--- src/rtl/slp_pkg.sv ---
// slp_pkg: request, result and table entry types, operation and status codes
// shared by all files of the section latency profiler but slp_ram; depends on nothing
`default_nettype none

package slp_pkg;

  localparam int ID_FIELD_BITS = 16;   // width of the section_id field
  localparam int SLOT_BITS_MAX = 8;    // enough for the largest table

  localparam logic [1:0] OP_BEGIN = 2'd0;
  localparam logic [1:0] OP_END   = 2'd1;
  localparam logic [1:0] OP_CLEAR = 2'd2;

  localparam logic [2:0] ST_OK         = 3'd0;
  localparam logic [2:0] ST_BEGIN_OPEN = 3'd1;
  localparam logic [2:0] ST_NOT_FOUND  = 3'd2;
  localparam logic [2:0] ST_FULL       = 3'd3;
  localparam logic [2:0] ST_END_CLOSED = 3'd4;

  localparam logic [63:0] TICKS_ALL_ONES = 64'hFFFF_FFFF_FFFF_FFFF;
  localparam logic [31:0] CALLS_MAX      = 32'hFFFF_FFFF;

  typedef struct packed {
    logic [1:0]               operation;
    logic [ID_FIELD_BITS-1:0] section_id;
    logic [63:0]              timestamp;
  } req_t;

  typedef struct packed {
    logic [2:0]  status;
    logic [3:0]  entry_index;
    logic [63:0] elapsed_ticks;
    logic [63:0] total_ticks;
    logic [31:0] call_count;
    logic [63:0] min_ticks;
    logic [63:0] max_ticks;
  } res_t;

  // statistics of one table slot, one word of the stats memory
  typedef struct packed {
    logic [63:0] start_ticks;
    logic [63:0] total_ticks;
    logic [31:0] calls;
    logic [63:0] min_ticks;
    logic [63:0] max_ticks;
  } entry_t;

  localparam entry_t EMPTY_ENTRY = '{
    start_ticks: 64'd0,
    total_ticks: 64'd0,
    calls:       32'd0,
    min_ticks:   TICKS_ALL_ONES,
    max_ticks:   64'd0
  };

  // outcome of one key search
  typedef struct packed {
    logic                     done;
    logic                     found;
    logic [SLOT_BITS_MAX-1:0] slot;
  } search_res_t;

endpackage

`default_nettype wire

--- src/rtl/slp_update.sv ---
// slp_update: folds one elapsed time into the statistics of an entry
// depends on slp_pkg
`default_nettype none

module slp_update (
  input  wire slp_pkg::entry_t cur,
  input  wire logic [63:0]     elapsed,
  output slp_pkg::entry_t      nxt
);

  always_comb begin
    nxt             = cur;
    nxt.total_ticks = cur.total_ticks + elapsed;   // wraps
    if (cur.calls != slp_pkg::CALLS_MAX) begin
      nxt.calls = cur.calls + 32'd1;
    end
    if (elapsed < cur.min_ticks) begin
      nxt.min_ticks = elapsed;
    end
    if (elapsed > cur.max_ticks) begin
      nxt.max_ticks = elapsed;
    end
  end

endmodule

`default_nettype wire

--- config.mk ---
export PLATFORM = sky130hd
export DESIGN_NAME = slp_update
export DESIGN_NICKNAME = d
export VERILOG_FILES = /design/src/rtl/slp_pkg.sv /design/src/rtl/slp_update.sv
export SDC_FILE = /design/constraint.sdc
export NUM_CORES = 1
export LEC_CHECK = 0
export BUFFER_PORTS_ARGS = -buffer_cell sky130_fd_sc_hd__buf_2
export CORE_AREA = 2 2 251 253
export DETAILED_ROUTE_END_ITERATION = 7
export DIE_AREA = 0 0 253 255
export GPL_ROUTABILITY_DRIVEN = 0
export PLACE_DENSITY = 0.36
export SETUP_SLACK_MARGIN = 0.05
export SYNTH_ARGS = -nofsm -noshare
export SYNTH_HDL_FRONTEND = slang
export SYNTH_SLANG_ARGS = --single-unit
--- constraint.sdc ---
create_clock -name vclk -period 3.5
set_input_delay 0.175 -clock vclk [all_inputs]
set_output_delay 0.175 -clock vclk [all_outputs]
set_load 0.01 [all_outputs]
==> summary.md <==
| Metric | Value |
|---|---|
| Outcome | finished clean |
| Compound-Gate Fraction of Synth Area | 24.2% |
| Synth Area in Simple Gates | 14.3% |
| DR iter-0 viols | 414 |
| Fraction of synthesized area in multiplexers | 15.2% |
| Adder-Cell Fraction of Synth Area | 25.3% |
| Path category of the worst min-delay check | input pin to primary output |
| Pre-antenna DRT Iters | 5 |
| Yosys warning total | 0 |
| Die X | 253 um |
| Inserted Diodes | 0 |
| DRC | 0 |
| Largest family of logic cells by synthesized area | adder cells |
| Sequential cell count | 0 |
| Vias post-DR | 11300 |
| Die area | 64500 um^2 |
| Critical path's slowest cell | a2111o_1 |
| First-pass GRT wire length | 69600 um |
| Drt via density | 4.34 |
| Final min period | 3.37 ns |
| Psw | 1.44 mW |
| Pin count of the biggest net entering global routing | 38 |
| Commonest non-fill, non-tap cell in the layout | buf_2 |
| Worst Setup EP | nxt[220] |
| I/O pins | 640 |
| Commonest non-fill, non-tap cells in the layout | buf_2 (506), ha_1 (189), inv_1 (145) |
| Synth Cell Area | 9510 um^2 |
| Initial antenna violation count | 11 |
| XOR/XNOR share of the synthesized area | 8.19% |
| Detailed Place HPWL | 43600 um |
| RSZ-0062 raised after global routing | true |
| CP Launch Point | elapsed[3] |
| Post-route ant nets | 0 |
| Vias in the first global route | 11500 |
| Worst hold margin | 0.350 ns |
| Rows | 92 |
| Number of max-slew violations in the final report | 0 |
| Initial Util | 15.3% |
| Die extent in y | 255 um |
| Setup TNS | 0 ns |
| Share of cells above drive strength 1 | 44.1% |
| Post-synthesis cell type count | 59 |
| Crit end category | primary output |
| GRT overflow | 0 |
| Sw Ratio | 54.7% |
| Clock buffer count | 0 |
| Crit path cell chain | buf_2 -> ha_4 -> buf_4 -> o211ai_1 -> o21a_2 -> a2111o_1 -> a31oi_4 -> o2111ai_4 -> nand4_1 -> nand4_1 -> a21bo_2 -> a221oi_2 -> buf_4 -> buf_6 |
| WP data required | 3.32 ns |
| Core box area | 62200 um^2 |
| Hold Buf Count CTS | 0 |
| Slew @ Worst Pin | 0.739 ns |
| Post-layout nets | 2355 |
| Power per cell area | 192 nW/um^2 |
| Avg Inst Size Synth | 7.41 um^2 |
| Total wire length | 48000 um |
| Tcrit/Tclk final | 96.2% |
| Crit path DAT | 3.19 ns |
| Mapped Nets | 1827 |
| CP peak stage delay | 0.47 ns |
| Syn Inst Count | 1283 |
| Static Leak | 7.28 nW |
| Sequential share of the synthesized area | 0% |
| Clk pwr share | 0% |
| Achievable Freq | 0.297 GHz |
| Final setup viols | 0 |
| Layout area overhead | 43.8% |
| Max VDD drop | 0.0820 mV |
| FF+latch area | 0 um^2 |
| Seq pwr share | 0% |
| Max_slew headroom | 50.3% |
| Max-Cap Viols | 0 |
| Worst setup SP type | input pin |
| Worst-path maximum fanout | 4 |
| Hold Vio Cnt, Final | 0 |
| Int Pwr | 1.19 mW |
| Avg WL per Cell | 18.4 um |
| Buffers added on ports | 512 |
| Gate power share | 100.0% |
| Tot GR Track Use | 13.9% |
| HP Start | cur[242] |
| Critical path class | input pin to primary output |
metrics by stage:
stage	instance area [um^2]	util, %	setup WS, ns	instances	total power [mW]
finish	13700	22.0	0.132	2608	2.62
floorplan	9510	-	0.766	1283	1.44
global placement	13400	21.5	-0.451	2602	2.59
global route	13700	22.0	-0.0815	2608	2.91
detailed placement	13400	21.5	-0.471	2602	2.59
CTS	13500	21.8	0.0406	2606	2.66
kinds of logic (layout without fill, tap and decap cells):
logic type                 Yosys count  after routing
buffers and inverters              253            779
adders and majority gates          192            192
xor gates and xnor gates            89             89
muxes                              128            128
AOI/OAI and AO/OA                  350            350
and+or+nand+nor                    271            271
power groups by stage:
stage                     Clock, mW  Sequential [mW]  Combinational, mW
final                             0                0               2.62
after CTS                         0                0               2.66
after floorplan                   0                0               1.44
after global routing              0                0               2.91
after global placement            0                0               2.59
after detailed placement          0                0               2.59
final cells by class:
| type | count | area [um^2] |
|---|---|---|
| fillers | 7082 | 48500 |
| inverters | 145 | 544 |
| multi-input cells | 1030 | 8520 |
| well taps | 799 | 1000 |
| repair buffers | 634 | 3620 |
worst max-delay path: cells and delay by family:
kind	cells	cell delay, ns
AND/OR/NAND/NOR	2	0.40
adder cells (fa/ha/maj)	1	0.27
AO/OA/AOI/OAI	7	1.81
buffers and inverters	4	0.53
what timing repair did:
item	4_1_cts	5_1_grt
buffers inserted	3	2
pin swaps	11	4
resized for setup	31	26
setup endpoints to repair	111	79
cloned	1	0
cells in the mapped netlist (all sizes together), types with 6 or more instances:
| cell type | number | area (um^2) |
|---|---|---|
| ha | 191 | 2390 |
| o21ai | 48 | 240 |
| o21a | 15 | 113 |
| a31oi | 9 | 62.6 |
| nor2b | 7 | 43.8 |
| o21bai | 15 | 113 |
| nor2 | 52 | 195 |
| o211ai | 9 | 67.6 |
| nand3 | 34 | 170 |
| a21o | 87 | 653 |
| nand4 | 53 | 332 |
| buf | 71 | 531 |
| xnor2 | 60 | 526 |
| a21oi | 115 | 587 |
| mux2 | 128 | 1440 |
| and2 | 6 | 37.5 |
| nand2 | 66 | 248 |
| clkbuf | 37 | 139 |
| a211oi | 9 | 72.6 |
| xor2 | 29 | 254 |
| inv | 145 | 544 |
| and3 | 11 | 68.8 |
| and4 | 7 | 61.3 |
| nor4 | 8 | 50.1 |
| nor3 | 13 | 65.1 |
how the worst min path moves through the flow:
stage	depth (start not counted)	to	slack (ns)
after floorplan	1	nxt[133]	0.43
after global placement	0	nxt[230]	0.35
after detailed placement	0	nxt[230]	0.35
after CTS	0	nxt[230]	0.35
after global routing	0	nxt[273]	0.35
final	0	nxt[242]	0.35
layer usage:
metal | part of all wire [%] | GRT usage (%)
met2 | 49 | 25.7
met1 | 44 | 17.4
met3 | 6.2 | 2.70
met5 | 0.16 | 0
met4 | 0.56 | 0.727
(Power assumes the default switching activity.)
