File: src/rtl/slp_ram.sv
// slp_ram: generic single write port, single read port ram with registered read
// no dependencies
`default_nettype none

module slp_ram #(
  parameter int WIDTH = 8,
  parameter int DEPTH = 16
) (
  input  wire logic                                   clk,
  input  wire logic                                   we,
  input  wire logic [(DEPTH > 1 ? $clog2(DEPTH) : 1)-1:0] waddr,
  input  wire logic [WIDTH-1:0]                       wdata,
  input  wire logic                                   re,
  input  wire logic [(DEPTH > 1 ? $clog2(DEPTH) : 1)-1:0] raddr,
  output logic      [WIDTH-1:0]                       rdata
);

  logic [WIDTH-1:0] mem [DEPTH];

  always_ff @(posedge clk) begin
    if (we) begin
      mem[waddr] <= wdata;
    end
    if (re) begin
      rdata <= mem[raddr];
    end
  end

endmodule

`default_nettype wire

File: config.mk
export PLATFORM = sky130hd
export DESIGN_NAME = slp_ram
export DESIGN_NICKNAME = d
export VERILOG_FILES = /design/src/rtl/slp_ram.sv
export SDC_FILE = /design/constraint.sdc
export NUM_CORES = 1
export LEC_CHECK = 0
export ABC_AREA = 0
export ABC_CLOCK_PERIOD_IN_PS = 2200
export BUFFER_PORTS_ARGS = -buffer_cell sky130_fd_sc_hd__buf_2
export CORE_MARGIN = 10
export CORE_UTILIZATION = 30
export DETAILED_ROUTE_END_ITERATION = 10
export PLACE_DENSITY = 0.42
export SYNTH_ARGS = -nofsm -noshare
export SYNTH_HDL_FRONTEND = slang
export SYNTH_SLANG_ARGS = --single-unit
File: constraint.sdc
create_clock -name clk -period 2.2 [get_ports clk]
set_input_delay 0.44 -clock clk [delete_from_list [all_inputs] [get_ports clk]]
set_output_delay 0.44 -clock clk [all_outputs]
set_load 0.01 [all_outputs]
==> flow_summary.toml, run 1 <==
[yosys]
synth_compound_area_share_pct = 2.30
syn_area_um2 = 5230
synth_edf_count = 136
synthTopCellsByArea = "edfxtp_1 (78%), mux4_2 (7.8%), mux4_1 (7.0%)"
synth_top_area_share_pct = 78.1
seq_area_frac_synth_pct = 78.1
synth_fa_ha_area_share_pct = 0
synth_cell_types = 18
async_flop_share_pct = 0
ys_ff_latch = 136
synth_xor_area_share_pct = 0
synth_flop_cell = "edfxtp_1"
synth_cells = 229
synth_nets = 248
netlist_top_cells_count = "edfxtp_1 (136), mux4_2 (18), a22oi_1 (16), mux4_1 (14), nor2_1 (13)"
synth.avg_cell_area_um2 = 22.8
synthSimpleGateAreaFrac_pct = 3.14
synthMuxAreaShare_pct = 14.8
synth_most_common_cell = "edfxtp_1"
yosysWarnings = 0
yosysTopAreaCell = "edfxtp_1"
synth_top_family_by_area = "multiplexers"

[grt]
grt_use_total_pct = 10.1
grt_max_degree = 33
grt_pass1_wl_mm = 17.0
grt_pass1_vias = 2655
grt_overflow = 0
antenna_found_initial = 0

[clocking]
clkSlewWorstSetupHoldPaths_ns = 0.05
htree_levels = 4
hold_buffers = 0
tritoncts = "built"
clockRootBuffer = "clkbuf_16"
numCtsBuffers = 17
clkSinkCount = 136
clk_latency_ns = 0.41
clockBufferDepth = 2
cts_resized = 0
post-cts-setup-buffer-count = 0

[placed_design]
gp_congestion = 0.704
portBuffers = 26
dp_hpwl_mm = 7.30

[pwr]
clkPwrFrac_pct = 43.6
ir_worst_vdd_uv = 531
combPwrFrac_pct = 4.9
seqPwrFrac_pct = 51.5
p_leak_nw = 2.09
p_int_mw = 4.57
cellPowerDensity_nw_per_um2 = 910
switchingPower_mw = 1.14
p_sw_share_pct = 20.0

[worst_setup_path]
worstSetupPathType = "primary input to flip-flop"
cp.arrival_ns = 1.74
critPathMaxFanout = 23
required_ns = 2.36
crit_path_start = "raddr[0]"
timing.critical_path.to_type = "flip-flop"
r2r_start = "mem[6][0]"
start_kind = "primary input"

[sta]
clock_skew_ns = 0.00482
max_slew.worst_pin.slew_ns = 0.428
finalMaxSlewViolations = 0
fin_tns_setup_ns = 0
hold_ws_ns = 0.408
period_needed_ns = 1.58
hold_viol = 0
max_slew_margin_pct = 71.5
period_share_pct = 72.0
setup_violations = 0
rsz0062_at_grt = "false"
fmax_mhz = 632

[route]
viasPerCell = 4.61
drc = 0
firstDrtPassIters = 4
wl_per_cell_um = 21.2
drt_iter0_drc = 156
wirelength_mm = 11.1
ant_nets = 0
num_vias = 2412

[floorplanning]
core_area_um2 = 17200
die_h_um = 152
rows = 48
start_util_pct = 30.4
ios = 27
die_area_um2 = 23100
die_w_um = 152

[cells_and_area]
num_antenna_cells = 0
final_core_util_pct = 36.5
areaGrowthSynthToFinish_pct = 20.0
final_nets = 304
drive_above_1_share_pct = 30.9

[worst_hold_path]
min_from = "re"
hold_path.class = "primary input to flip-flop"

[status]
outcome = "completed"

[job]
maxCapViolCount = 0
-- power by group through the flow --
stage	Combinational (mW)	Clock [mW]	Sequential, mW
CTS	0.291	2.56	2.94
global placement	0.288	0	2.99
floorplan	0.147	0	2.99
finish	0.281	2.49	2.94
detailed placement	0.290	0	2.99
global route	0.309	2.69	2.94
-- registers in the layout, indices dropped and copies added, names as in the netlist --
signal	count
mem	128
rdata	8
-- cell families (layout without fill, tap and decap cells) --
logic type             Yosys count  after routing
muxes                           32             32
AOI/OAI and AO/OA               16             16
DFF                            136            136
buffers and inverters           10             79
and+or+nand+nor                 35             35
-- cell usage in the layout, fill, tap and decap left out --
cell type / Yosys / routed
nor3_1: 4 / 4
nand3_1: 1 / 1
and2b_1: 1 / 1
nand3b_1: 2 / 2
clkinvlp_4: 0 / 2
clkinv_2: 0 / 6
nand2_1: 9 / 9
a22oi_1: 16 / 16
buf_2: 3 / 26
nor2b_1: 1 / 1
clkinv_1: 0 / 2
clkbuf_1: 0 / 4
bufinv_16: 0 / 1
clkbuf_16: 0 / 17
and2_1: 1 / 1
edfxtp_1: 136 / 136
nor2_1: 13 / 13
buf_4: 1 / 18
or3b_2: 1 / 1
mux4_2: 18 / 18
nand2b_1: 2 / 2
buf_12: 0 / 3
mux4_1: 14 / 14
-- cell type report --
type                       count  area (µm²)
clock buffer                  21         440
clock inverter                11        82.6
fill                        1643       10900
multi-input combinational     83        1060
sequential                   136        4080
tap                          225         282
timing repair buffer          47         325
-- routing by layer --
layer	up-vias	wire (µm)	GRT usage [%]
li1	1093	-	-
met4	0	244	4.95
met2	51	5200	15.4
met5	-	0	0
met1	1253	5230	12.8
met3	15	418	2.82
-- metrics by stage --
step | instances | setup WS [ns] | cell area, µm² | power, mW
floorplan | 229 | 0.267 | 5230 | 3.14
global placement | 491 | 0.142 | 5750 | 3.28
detailed placement | 491 | 0.154 | 5750 | 3.28
CTS | 523 | 0.595 | 6270 | 5.79
global route | 523 | 0.487 | 6270 | 5.94
finish | 523 | 0.617 | 6270 | 5.71
-- critical path, cell delays in order --
cell	delay, ns
buf_2	0.14
buf_12	0.22
mux4_1	0.58
a22oi_1	0.28
nand2_1	0.07
-- worst paths after layout --
check	endpoint	slack (ns)	depth (start not counted)
max	rdata[4]	0.62	5
min	rdata[2]	0.41	1
max reg2reg	rdata[0]	0.71	3
min reg2reg	rdata[6]	0.75	3
(Power assumes the default switching activity.)
==> inputs of run 2 (changes only) <==
- ABC_AREA: 0 -> 1
- ABC_CLOCK_PERIOD_IN_PS: 2200 -> 1550
- clock period: 2.2 -> 1.55 ns (I/O delays scaled with it)
==> flow_summary.toml, run 2 <==
[floorplanning]
die_area_um2 = 25500
core_area_um2 = 19300
start_util_pct = 30.2
rows = 51
die_w_um = 160
die_h_um = 160
ios = 27

[yosys]
async_flop_share_pct = 0
synth_edf_count = 136
synth_cell_types = 11
synth_nets = 570
ys_ff_latch = 136
synth_flop_cell = "edfxtp_1"
synth_most_common_cell = "nand2_1"
synthTopCellsByArea = "edfxtp_1 (70%), nand2_1 (11%), nand3_1 (8.3%)"
synth_cells = 551
netlist_top_cells_count = "nand2_1 (173), edfxtp_1 (136), inv_1 (100), nand3_1 (97), nor2_1 (17)"
syn_area_um2 = 5850
synth.avg_cell_area_um2 = 10.6
yosysWarnings = 0
seq_area_frac_synth_pct = 69.8
yosysTopAreaCell = "edfxtp_1"
synth_top_area_share_pct = 69.8

[cells_and_area]
final_common_cell = "nand2_1"
largest_reg_flops = 128
num_antenna_cells = 0
drive_above_1_share_pct = 14.1
instances_no_fill = 877
areaGrowthSynthToFinish_pct = 19.9
regMostFlops = "mem"
reg.largest.list = "mem: 128 flops, rdata: 8 flops"
final_nets = 618
final_cell_mix = "nand2_1 (173), edfxtp_1 (136), inv_1 (100)"
stdcell_area_um2 = 7010

[worst_setup_path]
worstSetupPathType = "flip-flop to output port"
cpPeakStageDelay_ns = 0.41
crit_slowest_cell = "edfxtp_1"
crit_buf_inv = 1
path_cells = "buf_2"
crit_family = "flip-flops"
timing.critical_path.to_type = "output port"
required_ns = 1.24
critPathMaxFanout = 1
cp.arrival_ns = 1.00
start_kind = "flip-flop"

[sta]
fmax_mhz = 763
rsz0062_at_grt = "false"
period_needed_ns = 1.31
hold_viol = 0
clock_skew_ns = 0.00704
max_slew_margin_pct = 60.1
period_share_pct = 84.5
setup_violations = 0
max_slew.worst_pin.slew_ns = 0.598
finalMaxSlewViolations = 0
hold_ws_ns = 0.260
setup_ws_ns = 0.240

[clocking]
tritoncts = "built"
clk_latency_ns = 0.42
clkSlewWorstSetupHoldPaths_ns = 0.06
htree_levels = 4
clockBufferDepth = 2
post-cts-setup-buffer-count = 0
numCtsBuffers = 17
hold_buffers = 0
cts_resized = 0
clockRootBuffer = "clkbuf_16"
clkSinkCount = 136

[worst_hold_path]
hold_path.class = "primary input to flip-flop"

[grt]
grt_pass1_vias = 3664
grt_max_degree = 46
met3_usage_pct = 2.56
use_met1_pct = 16.8
grt-busiest-layer = "met2"
antenna_found_initial = 0
grt_use_total_pct = 12.0
grt_pass1_wl_mm = 22.9
grt.met2_usage_pct = 17.5
grt_overflow = 0

[placed_design]
place_area_um2 = 6430
place_inst = 845
dp_slack_ns = -0.0878
gp_congestion = 0.744
dp_hpwl_mm = 9.54
portBuffers = 26

[status]
outcome = "completed"

[route]
ant_nets = 0
viasPerCell = 4.31
wl_per_cell_um = 17.0
num_vias = 3782
drt_iter0_drc = 217
drc = 0
wirelength_mm = 14.9
firstDrtPassIters = 5

[pwr]
power.total_mw = 8.64
p_leak_nw = 2.98
ir_worst_vdd_uv = 734
cellPowerDensity_nw_per_um2 = 1230

[job]
maxCapViolCount = 0
## run 2: changes by cell type in the layout (fill, tap and decap cells not counted), moves of 6 or more
cell and change:
a22oi_1 -16, nand2_1 +164, mux4_1 -14, clkinv_4 +6
inv_1 +100, mux4_2 -18, nand3_1 +96
## run 2: routing by layer
layer	vias up	part of all wire, %
met1	1792	49
met4	0	1.9
li1	1876	-
met3	19	4.5
met5	-	0
met2	95	44
## run 2: cells by family after synthesis
logic type             after synthesis  share of synthesized area (%)
DFF                                136                           69.8
buffers and inverters              126                           9.39
and+or+nand+nor                    289                           20.8
## run 2: worst paths after layout
| check | slack [ns] | cells after the start | start | endpoint |
|---|---|---|---|---|
| worst max-delay path | 0.24 | 1 | rdata[0] | rdata[0] |
| worst min-delay path | 0.26 | 1 | re | rdata[0] |
| worst max register to register | 0.36 | 6 | mem[3][2] | rdata[2] |
| worst min register to register | 0.76 | 6 | mem[12][5] | rdata[5] |
## run 2: where the power goes
group          internal, mW  total (mW)  switching [mW]
Clock                  2.37        3.93            1.56
Sequential             4.14        4.16          0.0208
Combinational         0.174       0.555           0.381
## run 2: final cells by class
cell class / instances / area (µm²)
fill: 1939 / 12300
clock buffer: 17 / 425
tap: 265 / 332
clock inverter: 15 / 155
inverter: 102 / 383
timing repair buffer: 53 / 420
multi-input combinational: 289 / 1210
sequential: 136 / 4080
## run 2: stage by stage
step	util (%)	TNS [ns]
finish	36.3	0
global route	36.3	0
detailed placement	33.3	-0.370
CTS	36.3	0
floorplan	-	0
global placement	33.3	-0.237
==> inputs of run 3 (changes only) <==
- ABC_CLOCK_PERIOD_IN_PS: 1550 -> 1300
- clock period: 1.55 -> 1.3 ns (I/O delays scaled with it)
==> flow_summary.toml, run 3 (synthesis results as in run 2) <==
[clocking]
clkSinkCount = 136
clk_latency_ns = 0.42
clockBufferDepth = 2
hold_buffers = 0
htree_levels = 4
clockRootBuffer = "clkbuf_16"
post-cts-setup-buffer-count = 0
cts_resized = 0
tritoncts = "built"
numCtsBuffers = 17
clkSlewWorstSetupHoldPaths_ns = 0.06

[cells_and_area]
reg.largest.list = "mem: 128 flops, rdata: 8 flops"
instances_no_fill = 882
largest_reg_flops = 128
stdcell_area_um2 = 7120
final_nets = 623
final_cell_mix = "nand2_1 (173), edfxtp_1 (136), inv_1 (100)"
num_antenna_cells = 0
multi_input_area_um2 = 1210
final_common_cell = "nand2_1"
seq_area_um2 = 4080
regMostFlops = "mem"
drive_above_1_share_pct = 14.4
fillers = 1912
areaGrowthSynthToFinish_pct = 21.7

[route]
drt_iter0_drc = 223
ant_nets = 0
firstDrtPassIters = 4
viasPerCell = 4.40
num_vias = 3881
drc = 0
wl_per_cell_um = 17.0
wirelength_mm = 15.0

[worst_setup_path]
worstSetupPathType = "flip-flop to output port"
crit_path_start = "rdata[4]"
start_kind = "flip-flop"
crit_slowest_cell = "edfxtp_1"
cp.arrival_ns = 0.96
crit_buf_inv = 1
r2r_start = "mem[1][6]"
r2r_slack_ns = 0.16
required_ns = 1.04
r2r_end = "rdata[6]"
path_cells = "buf_2"
critPathMaxFanout = 1
worstRegToRegCells = 6
crit_family = "flip-flops"
cpPeakStageDelay_ns = 0.39
timing.critical_path.to_type = "output port"

[sta]
max_slew_margin_pct = 73.3
finalMaxSlewViolations = 0
max_slew.worst_pin.slew_ns = 0.400
fin_tns_setup_ns = 0
hold_ws_ns = 0.200
clock_skew_ns = 0.0112
fmax_mhz = 823
period_needed_ns = 1.22
period_share_pct = 93.5
hold_viol = 0
setup_violations = 0
rsz0062_at_grt = "false"

[worst_hold_path]
min_from = "re"
hold_path.class = "primary input to flip-flop"
hold_path_depth = 1
hold_end = "rdata[7]"

[placed_design]
dp_hpwl_mm = 9.45
place_area_um2 = 6480
portBuffers = 26
gp_congestion = 0.752
place_inst = 850

[pwr]
switchingPower_mw = 2.27
seqPwrFrac_pct = 45.9
combPwrFrac_pct = 6.3
p_leak_nw = 3.03
ir_worst_vdd_uv = 846
p_sw_share_pct = 21.0
clkPwrFrac_pct = 47.8
p_int_mw = 8.55
power.total_mw = 10.8
cellPowerDensity_nw_per_um2 = 1520

[floorplanning]
ios = 27
core_area_um2 = 19300
rows = 51
die_area_um2 = 25500
start_util_pct = 30.2
die_w_um = 160
die_h_um = 160

[grt]
grt_use_total_pct = 12.1
grt_pass1_vias = 3768
antenna_found_initial = 0
grt_max_degree = 41
grt_overflow = 0
grt_pass1_wl_mm = 23.0

[status]
outcome = "completed"

[job]
maxCapViolCount = 0
## run 3: cell count changes in the layout (fill, tap and decap cells not counted)
cell and change:
bufinv_16 +3, clkinvlp_4 +2, buf_12 +1, clkinv_2 -1, clkinv_4 -5, buf_4 +4
clkbuf_1 +2, inv_6 -1
## run 3: area by class of cell
type	instances	area share (%)
clock buffer	19	6.08
clock inverter	13	2.85
sequential	136	57.4
multi-input combinational	289	17.1
tap	265	4.66
timing repair buffer	58	6.61
inverter	102	5.38
## run 3: power by group through the flow
stage / registers [mW] / logic (mW) / clock network [mW]
floorplan: 5.06 / 0.346 / 0
global placement: 5.05 / 0.688 / 0
detailed placement: 5.06 / 0.693 / 0
CTS: 4.96 / 0.697 / 5.26
global route: 4.97 / 0.762 / 5.47
finish: 4.96 / 0.681 / 5.17
## run 3: how the worst max path moves through the flow
stage	to	slack (ns)	cells after the start
after detailed placement	rdata[3]	-0.27	9
after floorplan	mem[4][0]	0.09	2
after global routing	rdata[2]	0.02	6
final	rdata[4]	0.08	1
after global placement	rdata[6]	-0.24	9
after CTS	rdata[4]	0.04	1
## run 3: layer usage
layer  share of wire (%)  track usage (%)
met5                   0                0
met4                 1.8             4.80
met3                 4.4             2.87
met2                  46             17.9
met1                  48             16.5
## run 3: per-stage QoR
step	utilization, %	setup WS, ns
4_1_cts	36.8	0.0407
2_1_floorplan	-	0.0892
3_5_place_dp	33.5	-0.268
6_report	36.8	0.0845
3_3_place_gp	33.5	-0.242
5_1_grt	36.8	0.0221
