==> src/rtl/slp_pkg.sv <==
// slp_pkg: request, result and table entry types, operation and status codes
// shared by all files of the section latency profiler but slp_ram; depends on nothing
`default_nettype none

package slp_pkg;

  localparam int ID_FIELD_BITS = 16;   // width of the section_id field
  localparam int SLOT_BITS_MAX = 8;    // enough for the largest table

  localparam logic [1:0] OP_BEGIN = 2'd0;
  localparam logic [1:0] OP_END   = 2'd1;
  localparam logic [1:0] OP_CLEAR = 2'd2;

  localparam logic [2:0] ST_OK         = 3'd0;
  localparam logic [2:0] ST_BEGIN_OPEN = 3'd1;
  localparam logic [2:0] ST_NOT_FOUND  = 3'd2;
  localparam logic [2:0] ST_FULL       = 3'd3;
  localparam logic [2:0] ST_END_CLOSED = 3'd4;

  localparam logic [63:0] TICKS_ALL_ONES = 64'hFFFF_FFFF_FFFF_FFFF;
  localparam logic [31:0] CALLS_MAX      = 32'hFFFF_FFFF;

  typedef struct packed {
    logic [1:0]               operation;
    logic [ID_FIELD_BITS-1:0] section_id;
    logic [63:0]              timestamp;
  } req_t;

  typedef struct packed {
    logic [2:0]  status;
    logic [3:0]  entry_index;
    logic [63:0] elapsed_ticks;
    logic [63:0] total_ticks;
    logic [31:0] call_count;
    logic [63:0] min_ticks;
    logic [63:0] max_ticks;
  } res_t;

  // statistics of one table slot, one word of the stats memory
  typedef struct packed {
    logic [63:0] start_ticks;
    logic [63:0] total_ticks;
    logic [31:0] calls;
    logic [63:0] min_ticks;
    logic [63:0] max_ticks;
  } entry_t;

  localparam entry_t EMPTY_ENTRY = '{
    start_ticks: 64'd0,
    total_ticks: 64'd0,
    calls:       32'd0,
    min_ticks:   TICKS_ALL_ONES,
    max_ticks:   64'd0
  };

  // outcome of one key search
  typedef struct packed {
    logic                     done;
    logic                     found;
    logic [SLOT_BITS_MAX-1:0] slot;
  } search_res_t;

endpackage

`default_nettype wire

==> src/rtl/slp_ram.sv <==
// slp_ram: generic single write port, single read port ram with registered read
// no dependencies
`default_nettype none

module slp_ram #(
  parameter int WIDTH = 8,
  parameter int DEPTH = 16
) (
  input  wire logic                                   clk,
  input  wire logic                                   we,
  input  wire logic [(DEPTH > 1 ? $clog2(DEPTH) : 1)-1:0] waddr,
  input  wire logic [WIDTH-1:0]                       wdata,
  input  wire logic                                   re,
  input  wire logic [(DEPTH > 1 ? $clog2(DEPTH) : 1)-1:0] raddr,
  output logic      [WIDTH-1:0]                       rdata
);

  logic [WIDTH-1:0] mem [DEPTH];

  always_ff @(posedge clk) begin
    if (we) begin
      mem[waddr] <= wdata;
    end
    if (re) begin
      rdata <= mem[raddr];
    end
  end

endmodule

`default_nettype wire

==> src/rtl/slp_search.sv <==
// slp_search: key memory and a scan that compares one stored key a cycle
// depends on slp_pkg and slp_ram
`default_nettype none

module slp_search #(
  parameter int ENTRIES = 16,
  parameter int KEYW    = 16
) (
  input  wire logic                                          clk,
  input  wire logic                                          rst,
  input  wire logic                                          start,
  input  wire logic [KEYW-1:0]                               key,
  input  wire logic [$clog2(ENTRIES+1)-1:0]                  used,
  input  wire logic                                          key_we,
  input  wire logic [(ENTRIES > 1 ? $clog2(ENTRIES) : 1)-1:0] key_waddr,
  input  wire logic [KEYW-1:0]                               key_wdata,
  output slp_pkg::search_res_t                               sres
);

  localparam int IDXW = (ENTRIES > 1) ? $clog2(ENTRIES) : 1;
  localparam int CNTW = $clog2(ENTRIES + 1);

  logic            busy;
  logic [CNTW-1:0] idx;
  logic            chk;
  logic [IDXW-1:0] chk_idx;
  logic [KEYW-1:0] key_rd;
  logic            issue;
  logic            hit;
  logic            miss;
  logic [IDXW+slp_pkg::SLOT_BITS_MAX-1:0] slot_wide;

  assign issue = busy && (idx < used);
  assign hit   = busy && chk && (key_rd == key);
  assign miss  = busy && !chk && !(idx < used);

  slp_ram #(
    .WIDTH (KEYW),
    .DEPTH (ENTRIES)
  ) u_key_ram (
    .clk   (clk),
    .we    (key_we),
    .waddr (key_waddr),
    .wdata (key_wdata),
    .re    (issue),
    .raddr (idx[IDXW-1:0]),
    .rdata (key_rd)
  );

  always_ff @(posedge clk) begin
    if (rst) begin
      busy <= 1'b0;
      chk  <= 1'b0;
      idx  <= '0;
    end else if (start) begin
      busy <= 1'b1;
      chk  <= 1'b0;
      idx  <= '0;
    end else if (hit || miss) begin
      busy <= 1'b0;
      chk  <= 1'b0;
    end else begin
      chk <= issue;
      if (issue) begin
        chk_idx <= idx[IDXW-1:0];
        idx     <= idx + CNTW'(1);
      end
    end
  end

  // keys are unique in the table, so the first hit is the only one
  assign slot_wide  = {{slp_pkg::SLOT_BITS_MAX{1'b0}}, chk_idx};
  assign sres.done  = hit || miss;
  assign sres.found = hit;
  assign sres.slot  = slot_wide[slp_pkg::SLOT_BITS_MAX-1:0];

endmodule

`default_nettype wire

==> config.mk <==
export PLATFORM = sky130hd
export DESIGN_NAME = slp_search
export DESIGN_NICKNAME = d
export VERILOG_FILES = /design/src/rtl/slp_pkg.sv /design/src/rtl/slp_ram.sv /design/src/rtl/slp_search.sv
export SDC_FILE = /design/constraint.sdc
export NUM_CORES = 1
export LEC_CHECK = 0
export ABC_AREA = 1
export BUFFER_PORTS_ARGS = -buffer_cell sky130_fd_sc_hd__buf_4
export CAP_MARGIN = 20
export CORE_AREA = 2 2 136 138
export CTS_CLUSTER_DIAMETER = 120
export DETAILED_ROUTE_END_ITERATION = 16
export DIE_AREA = 0 0 138 140
export GPL_ROUTABILITY_DRIVEN = 1
export PLACE_DENSITY_LB_ADDON = 0.08
export SLEW_MARGIN = 0
export SYNTH_ARGS = -nofsm -noshare
export SYNTH_HDL_FRONTEND = slang
export SYNTH_SLANG_ARGS = --single-unit
export TNS_END_PERCENT = 100
==> constraint.sdc <==
create_clock -name clk -period 3.65 [get_ports clk]
set_clock_uncertainty 0.1 [all_clocks]
set_input_delay 0.1825 -clock clk [delete_from_list [all_inputs] [get_ports clk]]
set_output_delay 0.1825 -clock clk [all_outputs]
set_load 0.02 [all_outputs]
==> results of run 1 <==
[logic make-up after synthesis]
| kind of cell | Yosys count | share of synthesized area [%] |
|---|---|---|
| compound gates | 177 | 9.512 |
| xor+xnor | 7 | 0.5315 |
| flops | 283 | 73.06 |
| simple gates | 365 | 12.61 |
| buf+inv | 93 | 3.709 |
| fa+ha+maj | 5 | 0.5423 |
| other cells | 1 | 0.03251 |
[synth_stat cells (3+ instances only)]
cell type,instances
edfxtp_1,276
nor2_1,227
nand2_1,87
o21ai_0,83
nand3_1,39
inv_1,36
o211ai_1,32
o32ai_1,32
clkbuf_1,20
o21ai_1,19
buf_2,18
buf_4,9
a21oi_1,7
dfxtp_1,7
ha_1,5
xnor2_1,5
buf_1,4
buf_6,3
nand4_1,3
[path summary, 6_finish.rpt]
| path | to | slack, ns | cells after the start |
|---|---|---|---|
| min | u_key_ram.mem[10][8] | 0.13 | 3 |
| min reg2reg | idx[4] | 0.42 | 2 |
| max | chk_idx[2] | 1.02 | 8 |
| max reg2reg | chk_idx[2] | 1.02 | 8 |
[worst max-delay path, cell delays in order, from the launching register on]
cell and delay, ns:
dfxtp_4 0.64, ha_1 0.32, a21boi_1 0.13, o21bai_1 0.14, nand2_1 0.12, nor2_4 0.09, buf_4 0.29, nand2_2 0.15
nor2_1 0.31
[per-layer routing]
layer | share of wire [%] | vias up | global-route usage, %
li1 | - | 3497 | -
met1 | 39 | 3708 | 36.87
met2 | 49 | 411 | 43.96
met3 | 9.2 | 52 | 4.103
met4 | 2.6 | 0 | 9.882
met5 | 0 | - | 0
[area by class of cell]
type	instances	share of cell area (%)
Sequential cell	283	64.04
Multi-Input combinational cell	558	20.43
Clock buffer	39	5.795
Timing Repair Buffer	94	5.719
Tap cell	229	2.175
Inverter	39	1.121
Clock inverter	13	0.6745
Antenna cell	2	0.03800
[flip-flops by register name (all words and copies together), names as in the netlist]
signal	cells
u_key_ram.mem	256
busy	1
idx	5
chk	1
chk_idx	4
u_key_ram.rdata	16
[power groups by stage]
stage	clock [uW]	sequential (uW)	combinational [uW]
after floorplan	0	3730	169
after global placement	0	3730	283
after detailed placement	0	3730	299
after CTS	2680	3660	318
after global routing	2800	3670	353
final	2650	3660	320
[cell usage in the layout (no fill, tap or decap), types with 7 or more instances in the layout]
cell	count
clkinv_1	9
a21oi_1	7
o32ai_1	32
clkbuf_16	29
clkbuf_1	10
inv_1	36
buf_4	75
o21ai_1	19
o21ai_0	83
dlygate4sd3_1	19
o211ai_1	32
nor2_1	227
nand2_1	87
nand3_1	39
edfxtp_1	276
[through the flow]
stage / utilization, % / hold slack [ns] / cell area, um2 / cells / setup slack, ns
3_3_place_gp: 68.19 / 0.2481 / 12120 / 1184 / 1.103
2_1_floorplan: - / 0.1516 / 11550 / 934 / 1.489
5_1_grt: 74.05 / 0.1422 / 13170 / 1255 / 0.8140
6_report: 74.08 / 0.1292 / 13170 / 1257 / 1.016
4_1_cts: 74.05 / 0.1039 / 13170 / 1255 / 0.9964
3_5_place_dp: 68.19 / 0.2563 / 12120 / 1184 / 1.008
==> impl_metrics.json, run 1 <==
{
  "fillers": 1174,
  "cts_resized": 0,
  "required_ns": 3.75,
  "p_comb_share_pct": 4.8,
  "grt_first_pass_wirelength_mm": 39.74,
  "async_reset_ff_share_pct": 0,
  "cp-end-kind": "register",
  "hold_start": "key_waddr[1]",
  "htree_levels": 1,
  "critPathLaunchType": "register",
  "vdd.ir_drop.worst_uv": 434.9,
  "hold_class": "input port to register",
  "wl_per_cell_um": 20.74,
  "ys_ff_latch": 283,
  "ys_top_cells_by_area": "edfxtp_1 72%, nor2_1 7.4%, o21ai_0 3.6%",
  "fin_total_pwr_uw": 6634,
  "detail_route.first_pass.iterations": 5,
  "pwr_density_cell_nw_per_um2": 503.6,
  "crit_start": "idx[1]",
  "placementRows": 49,
  "finalHoldViolCount": 0,
  "synthCells": 931,
  "antenna_left": 0,
  "totalWireLength_mm": 26.07,
  "syn_area_um2": 11540,
  "ctsLongestPathBuffers": 3,
  "grt_pass1_vias": 7380,
  "yosys_most_used_dff": "edfxtp_1",
  "cts_sinks": 283,
  "synth_top_area_share_pct": 71.84,
  "die_h_um": 140,
  "cts_tree": "done",
  "syn2layout_area_growth_pct": 14.18,
  "grt_max_degree": 89,
  "port_buffers": 50,
  "max_slew.worst_pin.slew_ns": 0.8837,
  "seq_power_share_pct": 55.2,
  "synth_edf_count": 276,
  "cts.clk_slew.worst_paths_ns": 0.06,
  "p_leak_uw": 0.004621,
  "cts_inserted_buffers": 29,
  "timing.fmax_mhz": 379.7,
  "seq_area_um2": 8436,
  "drv_cap": 0,
  "die_x_um": 138,
  "worstPathArrival_ns": 2.73,
  "switchingPower_uw": 1354,
  "core_um2": 17780,
  "worst-setup-path-type": "register to register",
  "gp_congestion": 0.8862,
  "viasPerCell": 6.100,
  "rsz0062_at_grt": "no",
  "post-route-drc-count": 0,
  "r2r_start": "idx[1]",
  "setup_viol": 0,
  "die_area_um2": 19320,
  "track_usage_pct": 26.70,
  "grt_overflow_total": 0,
  "relSlewSlack_pct": 40.72,
  "synth.avg_cell_area_um2": 12.39,
  "boundaryPins": 55,
  "hold_buffers": 19,
  "fin_tns_setup_ns": 0,
  "drv_slew": 0,
  "initial_core_util_pct": 64.88,
  "synth_top_area_cell": "edfxtp_1",
  "p_int_uw": 5280,
  "switching_share_pct": 20.41,
  "period_needed_ns": 2.634,
  "multiInputGateArea_um2": 2691,
  "post-route-period-util_pct": 72.16,
  "ys_warn_count": 0,
  "antenna_found_initial": 2,
  "dpl.hpwl_mm": 14.86,
  "vias": 7668,
  "status": "finished, final reports clean",
  "cts-root-buf": "clkbuf_16",
  "cts_setup_buffers": 0,
  "synth.distinct_cells": 34,
  "worst_skew_pair.late_latency_ns": 0.54,
  "ys_seq_area_share_pct": 73.06,
  "num-nets-final": 1055,
  "worstPathMaxFanout": 46,
  "clkPwrFrac_pct": 40.0,
  "dr.first_iter.drc_count": 1044,
  "drive_gt1_share_pct": 11.21
}
No activity file was read; power rests on OpenSTA's default activity.
==> run 2, diff against run 1 <==
- CORE_AREA: 2 2 136 138 -> 2 2 141 143
- DIE_AREA: 0 0 138 140 -> 0 0 143 145
- clock period: 3.65 -> 2.6 ns (I/O delays scaled with it)
==> run 2 against run 1 <==
Worst hold slack got worse by 0.078 ns. Critical path type is now register to primary output. Die area rose by 7.3%. Largest cell class unchanged. Largest power group unchanged. Design area rose by 1.4%. First-iteration DRC count shrank 18%. Critical endpoint is now sres[9].
==> impl_metrics.json, run 2 (synthesized netlist as in run 1, its figures left out) <==
{
  "cts_sinks": 283,
  "drive_gt1_share_pct": 12.27,
  "port_buffers": 50,
  "mostFrequentLayoutCell": "edfxtp_1",
  "htree_levels": 1,
  "die_area_um2": 20740,
  "switching_share_pct": 20.03,
  "hold_class": "input port to register",
  "vias": 7485,
  "grt_first_pass_wirelength_mm": 38.83,
  "placementRows": 51,
  "detail_route.first_pass.iterations": 6,
  "p_int_uw": 7659,
  "fillers": 1351,
  "post-route-drc-count": 0,
  "die_h_um": 145,
  "switchingPower_uw": 1918,
  "core_um2": 19210,
  "critPathLaunchType": "register",
  "cp-end-kind": "primary output",
  "cts.clk_slew.worst_paths_ns": 0.06,
  "required_ns": 2.37,
  "cts-root-buf": "clkbuf_16",
  "antenna_found_initial": 0,
  "p_comb_share_pct": 4.7,
  "grt_pass1_vias": 6977,
  "finalHoldViolCount": 0,
  "top_regs": "u_key_ram.mem: 256 flops, u_key_ram.rdata: 16 flops, idx: 5 flops",
  "design_area_um2": 13350,
  "regMostFlops": "u_key_ram.mem",
  "track_usage_pct": 24.98,
  "drv_cap": 0,
  "largest_reg_flops": 256,
  "seq_power_share_pct": 53.7,
  "worst_skew_pair.late_latency_ns": 0.53,
  "syn2layout_area_growth_pct": 15.73,
  "pwr_density_cell_nw_per_um2": 717.4,
  "drv_slew": 0,
  "worstPathMaxFanout": 8,
  "post-route-period-util_pct": 86.47,
  "cts_inserted_buffers": 27,
  "dpl.hpwl_mm": 14.76,
  "post-place-ws_ns": 0.5765,
  "gp_congestion": 0.8541,
  "status": "finished, final reports clean",
  "timing.fmax_mhz": 444.8,
  "num-nets-final": 1058,
  "dr.first_iter.drc_count": 852,
  "rsz0062_at_grt": "no",
  "totalWireLength_mm": 25.93,
  "clkPwrFrac_pct": 41.6,
  "die_x_um": 143,
  "n_antenna_cell": 0,
  "grt_overflow_total": 0,
  "worstPathArrival_ns": 2.02,
  "initial_core_util_pct": 60.06,
  "hold_slack_ns": 0.05093,
  "wl_per_cell_um": 20.07,
  "setup_viol": 0,
  "ctsLongestPathBuffers": 3,
  "antenna_left": 0,
  "grt_max_degree": 133,
  "relSlewSlack_pct": 29.57,
  "p_leak_uw": 0.004696,
  "max_slew.worst_pin.slew_ns": 1.053,
  "fin_tns_setup_ns": 0,
  "placed_area_um2": 12260,
  "worst-setup-path-type": "register to primary output",
  "vdd.ir_drop.worst_uv": 628.4,
  "period_needed_ns": 2.248,
  "boundaryPins": 55,
  "viasPerCell": 5.793,
  "cts_tree": "done",
  "layout_setup_ws_ns": 0.3518,
  "layout_common_cells": "276 x edfxtp_1, 227 x nor2_1, 87 x nand2_1, 83 x o21ai_0, 76 x buf_4"
}
## run 2: cell count changes in the layout (fill, tap and decap cells not counted), sizes merged
cell      change
buf           +5
bufinv        +4
clkbuf       -10
clkinv        +1
clkinvlp      +1
diode         -2
## run 2: through the flow
| step | total power [uW] | utilization [%] | std cells |
|---|---|---|---|
| 2_1_floorplan | 5468 | - | 934 |
| 3_3_place_gp | 5651 | 63.81 | 1225 |
| 3_5_place_dp | 5665 | 63.81 | 1225 |
| 4_1_cts | 9627 | 69.51 | 1292 |
| 5_1_grt | 9862 | 69.51 | 1292 |
| 6_report | 9577 | 69.51 | 1292 |
## run 2: worst max-delay path: stages, from the launching register on
cell	delay, ns
edfxtp_1	0.50
xnor2_1	0.19
nand2_1	0.07
nor2_1	0.13
nand3_1	0.30
nand2_1	0.16
buf_4	0.15
## run 2: path summary, 6_finish.rpt
check                           from             endpoint  slack [ns]  cells past startpoint
hold reg to reg               idx[4]               idx[4]        0.41                      2
setup reg to reg  u_key_ram.rdata[6]                 busy        0.42                      7
setup / recovery  u_key_ram.rdata[6]              sres[9]        0.35                      6
hold / removal                key_we  u_key_ram.mem[0][9]        0.05                      3
## run 2: repair_timing
action / CTS / global route
resized for setup: 0 / 0
hold buffers: 19 / 0
setup endpoints to repair: 0 / 0
endpoints found under the hold margin: 263 / 0
buffers inserted: 0 / 0
## run 2: power by group through the flow
stage	Clock, uW	Combinational (uW)	Sequential (uW)
finish	3980	453	5140
global route	4210	502	5150
CTS	4030	453	5140
detailed placement	0	425	5240
global placement	0	414	5240
floorplan	0	237	5230
## run 2: cell type report
cell class	instances	area, um2	area share (%)
clock buffer	29	683.2	5.117
clock inverter	19	220.2	1.649
inverter	39	147.6	1.106
multi-input combinational	558	2691	20.16
sequential	283	8436	63.19
tap	265	331.6	2.484
timing repair buffer	99	840.8	6.298
## run 2: per-layer routing
metal  wire (um)  GRT usage (%)  share of wire, %
met1       10920          37.15                42
met4         587          7.178               2.3
met3        2260          4.059               8.7
met2       12160          38.71                47
met5           0              0                 0
==> run 3, diff against run 2 <==
- CELL_PAD_IN_SITES_DETAIL_PLACEMENT: unset -> 1
- CELL_PAD_IN_SITES_GLOBAL_PLACEMENT: unset -> 1
- CORE_AREA: 2 2 141 143 -> 2 2 155 157
- DIE_AREA: 0 0 143 145 -> 0 0 157 159
==> run 3 against run 2 <==
Sequential power about the same. Power decreased by 3.5%. Design area decreased by 0.16%. Core utilization decreased by 12 points. Critical endpoint unchanged.
==> impl_metrics.json, run 3 (synthesized netlist as in run 1, its figures left out) <==
{
  "syn2layout_area_growth_pct": 15.54,
  "cts_tree": "done",
  "worst_skew_pair.late_latency_ns": 0.53,
  "regMostFlops": "u_key_ram.mem",
  "dr.first_iter.drc_count": 683,
  "required_ns": 2.37,
  "vias": 7763,
  "htree_levels": 1,
  "finalHoldViolCount": 0,
  "hold_class": "input port to register",
  "cp-end-kind": "primary output",
  "viasPerCell": 5.763,
  "period_needed_ns": 2.264,
  "grt_max_degree": 133,
  "grt_overflow_total": 0,
  "num-nets-final": 1061,
  "critPathLaunchType": "register",
  "port_buffers": 50,
  "cts_sinks": 283,
  "status": "finished, final reports clean",
  "layout_common_cells": "276 x edfxtp_1, 213 x nor2_1, 87 x nand2_1, 83 x o21ai_0, 79 x buf_4",
  "detail_route.first_pass.iterations": 5,
  "n_antenna_cell": 0,
  "totalWireLength_mm": 31.20,
  "whs_endpoint": "u_key_ram.mem[10][11]",
  "mostFrequentLayoutCell": "edfxtp_1",
  "antenna_left": 0,
  "timing.fmax_mhz": 441.8,
  "reg2reg_depth": 10,
  "drv_cap": 0,
  "drive_gt1_share_pct": 12.55,
  "p_leak_uw": 0.004627,
  "post-route-drc-count": 0,
  "setup_viol": 0,
  "grt_first_pass_wirelength_mm": 47.27,
  "holdPathStages": 3,
  "vdd.ir_drop.worst_uv": 479.6,
  "dpl.hpwl_mm": 18.46,
  "worstPathArrival_ns": 2.03,
  "relSlewSlack_pct": 48.87,
  "cts-root-buf": "clkbuf_16",
  "worst-setup-path-type": "register to primary output",
  "wl_per_cell_um": 23.16,
  "die_area_um2": 24960,
  "gp_congestion": 0.8107,
  "layout_setup_ws_ns": 0.3364,
  "top_regs": "u_key_ram.mem: 256 flops, u_key_ram.rdata: 16 flops, idx: 5 flops",
  "max_slew.worst_pin.slew_ns": 0.7623,
  "r2r-end": "busy",
  "post-route-period-util_pct": 87.06,
  "hold_start": "key_waddr[1]",
  "antenna_found_initial": 0,
  "cts.clk_slew.worst_paths_ns": 0.06,
  "drv_slew": 0,
  "post-place-ws_ns": 0.5748,
  "die_x_um": 157,
  "worstPathMaxFanout": 7,
  "pwr_density_cell_nw_per_um2": 693.4,
  "cts_setup_buffers": 0,
  "core_um2": 23190,
  "cts_resized": 0,
  "rrSetupSlack_ns": 0.40,
  "die_h_um": 159,
  "boundaryPins": 55,
  "largest_reg_flops": 256,
  "cts_inserted_buffers": 29,
  "initial_core_util_pct": 49.74,
  "placementRows": 56,
  "r2r_start": "u_key_ram.rdata[5]",
  "grt_pass1_vias": 8261,
  "track_usage_pct": 25.30,
  "rsz0062_at_grt": "no",
  "fin_tns_setup_ns": 0,
  "ctsLongestPathBuffers": 3
}
[run 3: critical path: stages, from the launching register on]
cell      delay (ns)
edfxtp_1        0.50
nand2_1         0.14
nand2_1         0.06
nor2_1          0.14
nand2_1         0.08
nor2_1          0.09
nand3_1         0.12
buf_4           0.19
nand2_1         0.06
buf_4           0.13
[run 3: metrics by stage]
step                cells  power, uW  hold WS [ns]  instance area, um2  utilization, %
finish               1347       9242       0.06306               13330           57.47
global route         1347       9513       0.07517               13330           57.47
CTS                  1347       9292       0.05204               13330           57.47
detailed placement   1280       5696        0.2081               12340           53.22
global placement     1280       5663        0.1963               12340           53.22
floorplan             934       5468       0.09907               11550               -
[run 3: power breakdown]
| group | switching [uW] | internal [uW] |
|---|---|---|
| combinational | 309 | 162 |
| clock | 1600 | 2020 |
| sequential | 44.8 | 5110 |
[run 3: per-layer routing]
| layer | track usage (%) | vias to the layer above | wire (um) |
|---|---|---|---|
| li1 | - | 3498 | - |
| met2 | 42.96 | 267 | 15570 |
| met4 | 8.048 | 0 | 864 |
| met5 | 0 | - | 0 |
| met3 | 3.729 | 62 | 1984 |
| met1 | 33.64 | 3936 | 12780 |
[run 3: area by class of cell]
class	count	area, um2
clock buffers	38	759.5
clock inverters	10	37.54
fillers	2339	9863
inverters	39	147.6
multi-input cells	558	2726
flip-flops and latches	283	8436
well taps	319	399.1
repair buffers	100	823.3
[run 3: worst max-delay path by stage]
stage                         end               start  cells past startpoint  slack (ns)
2_1_floorplan          chk_idx[0]              idx[3]                      7        0.44
3_3_place_gp   u_key_ram.rdata[2]              idx[0]                      6        0.64
3_5_place_dp           chk_idx[1]              idx[3]                      7        0.57
4_1_cts                   sres[9]  u_key_ram.rdata[5]                      9        0.32
5_1_grt                   sres[9]  u_key_ram.rdata[4]                      7        0.16
6_report                  sres[9]  u_key_ram.rdata[5]                      9        0.34
[run 3: repair_timing]
item                       in CTS  in global routing
hold buffers                   19                  0
setup endpoints to repair       0                  0
hold endpoints to repair      263                  0
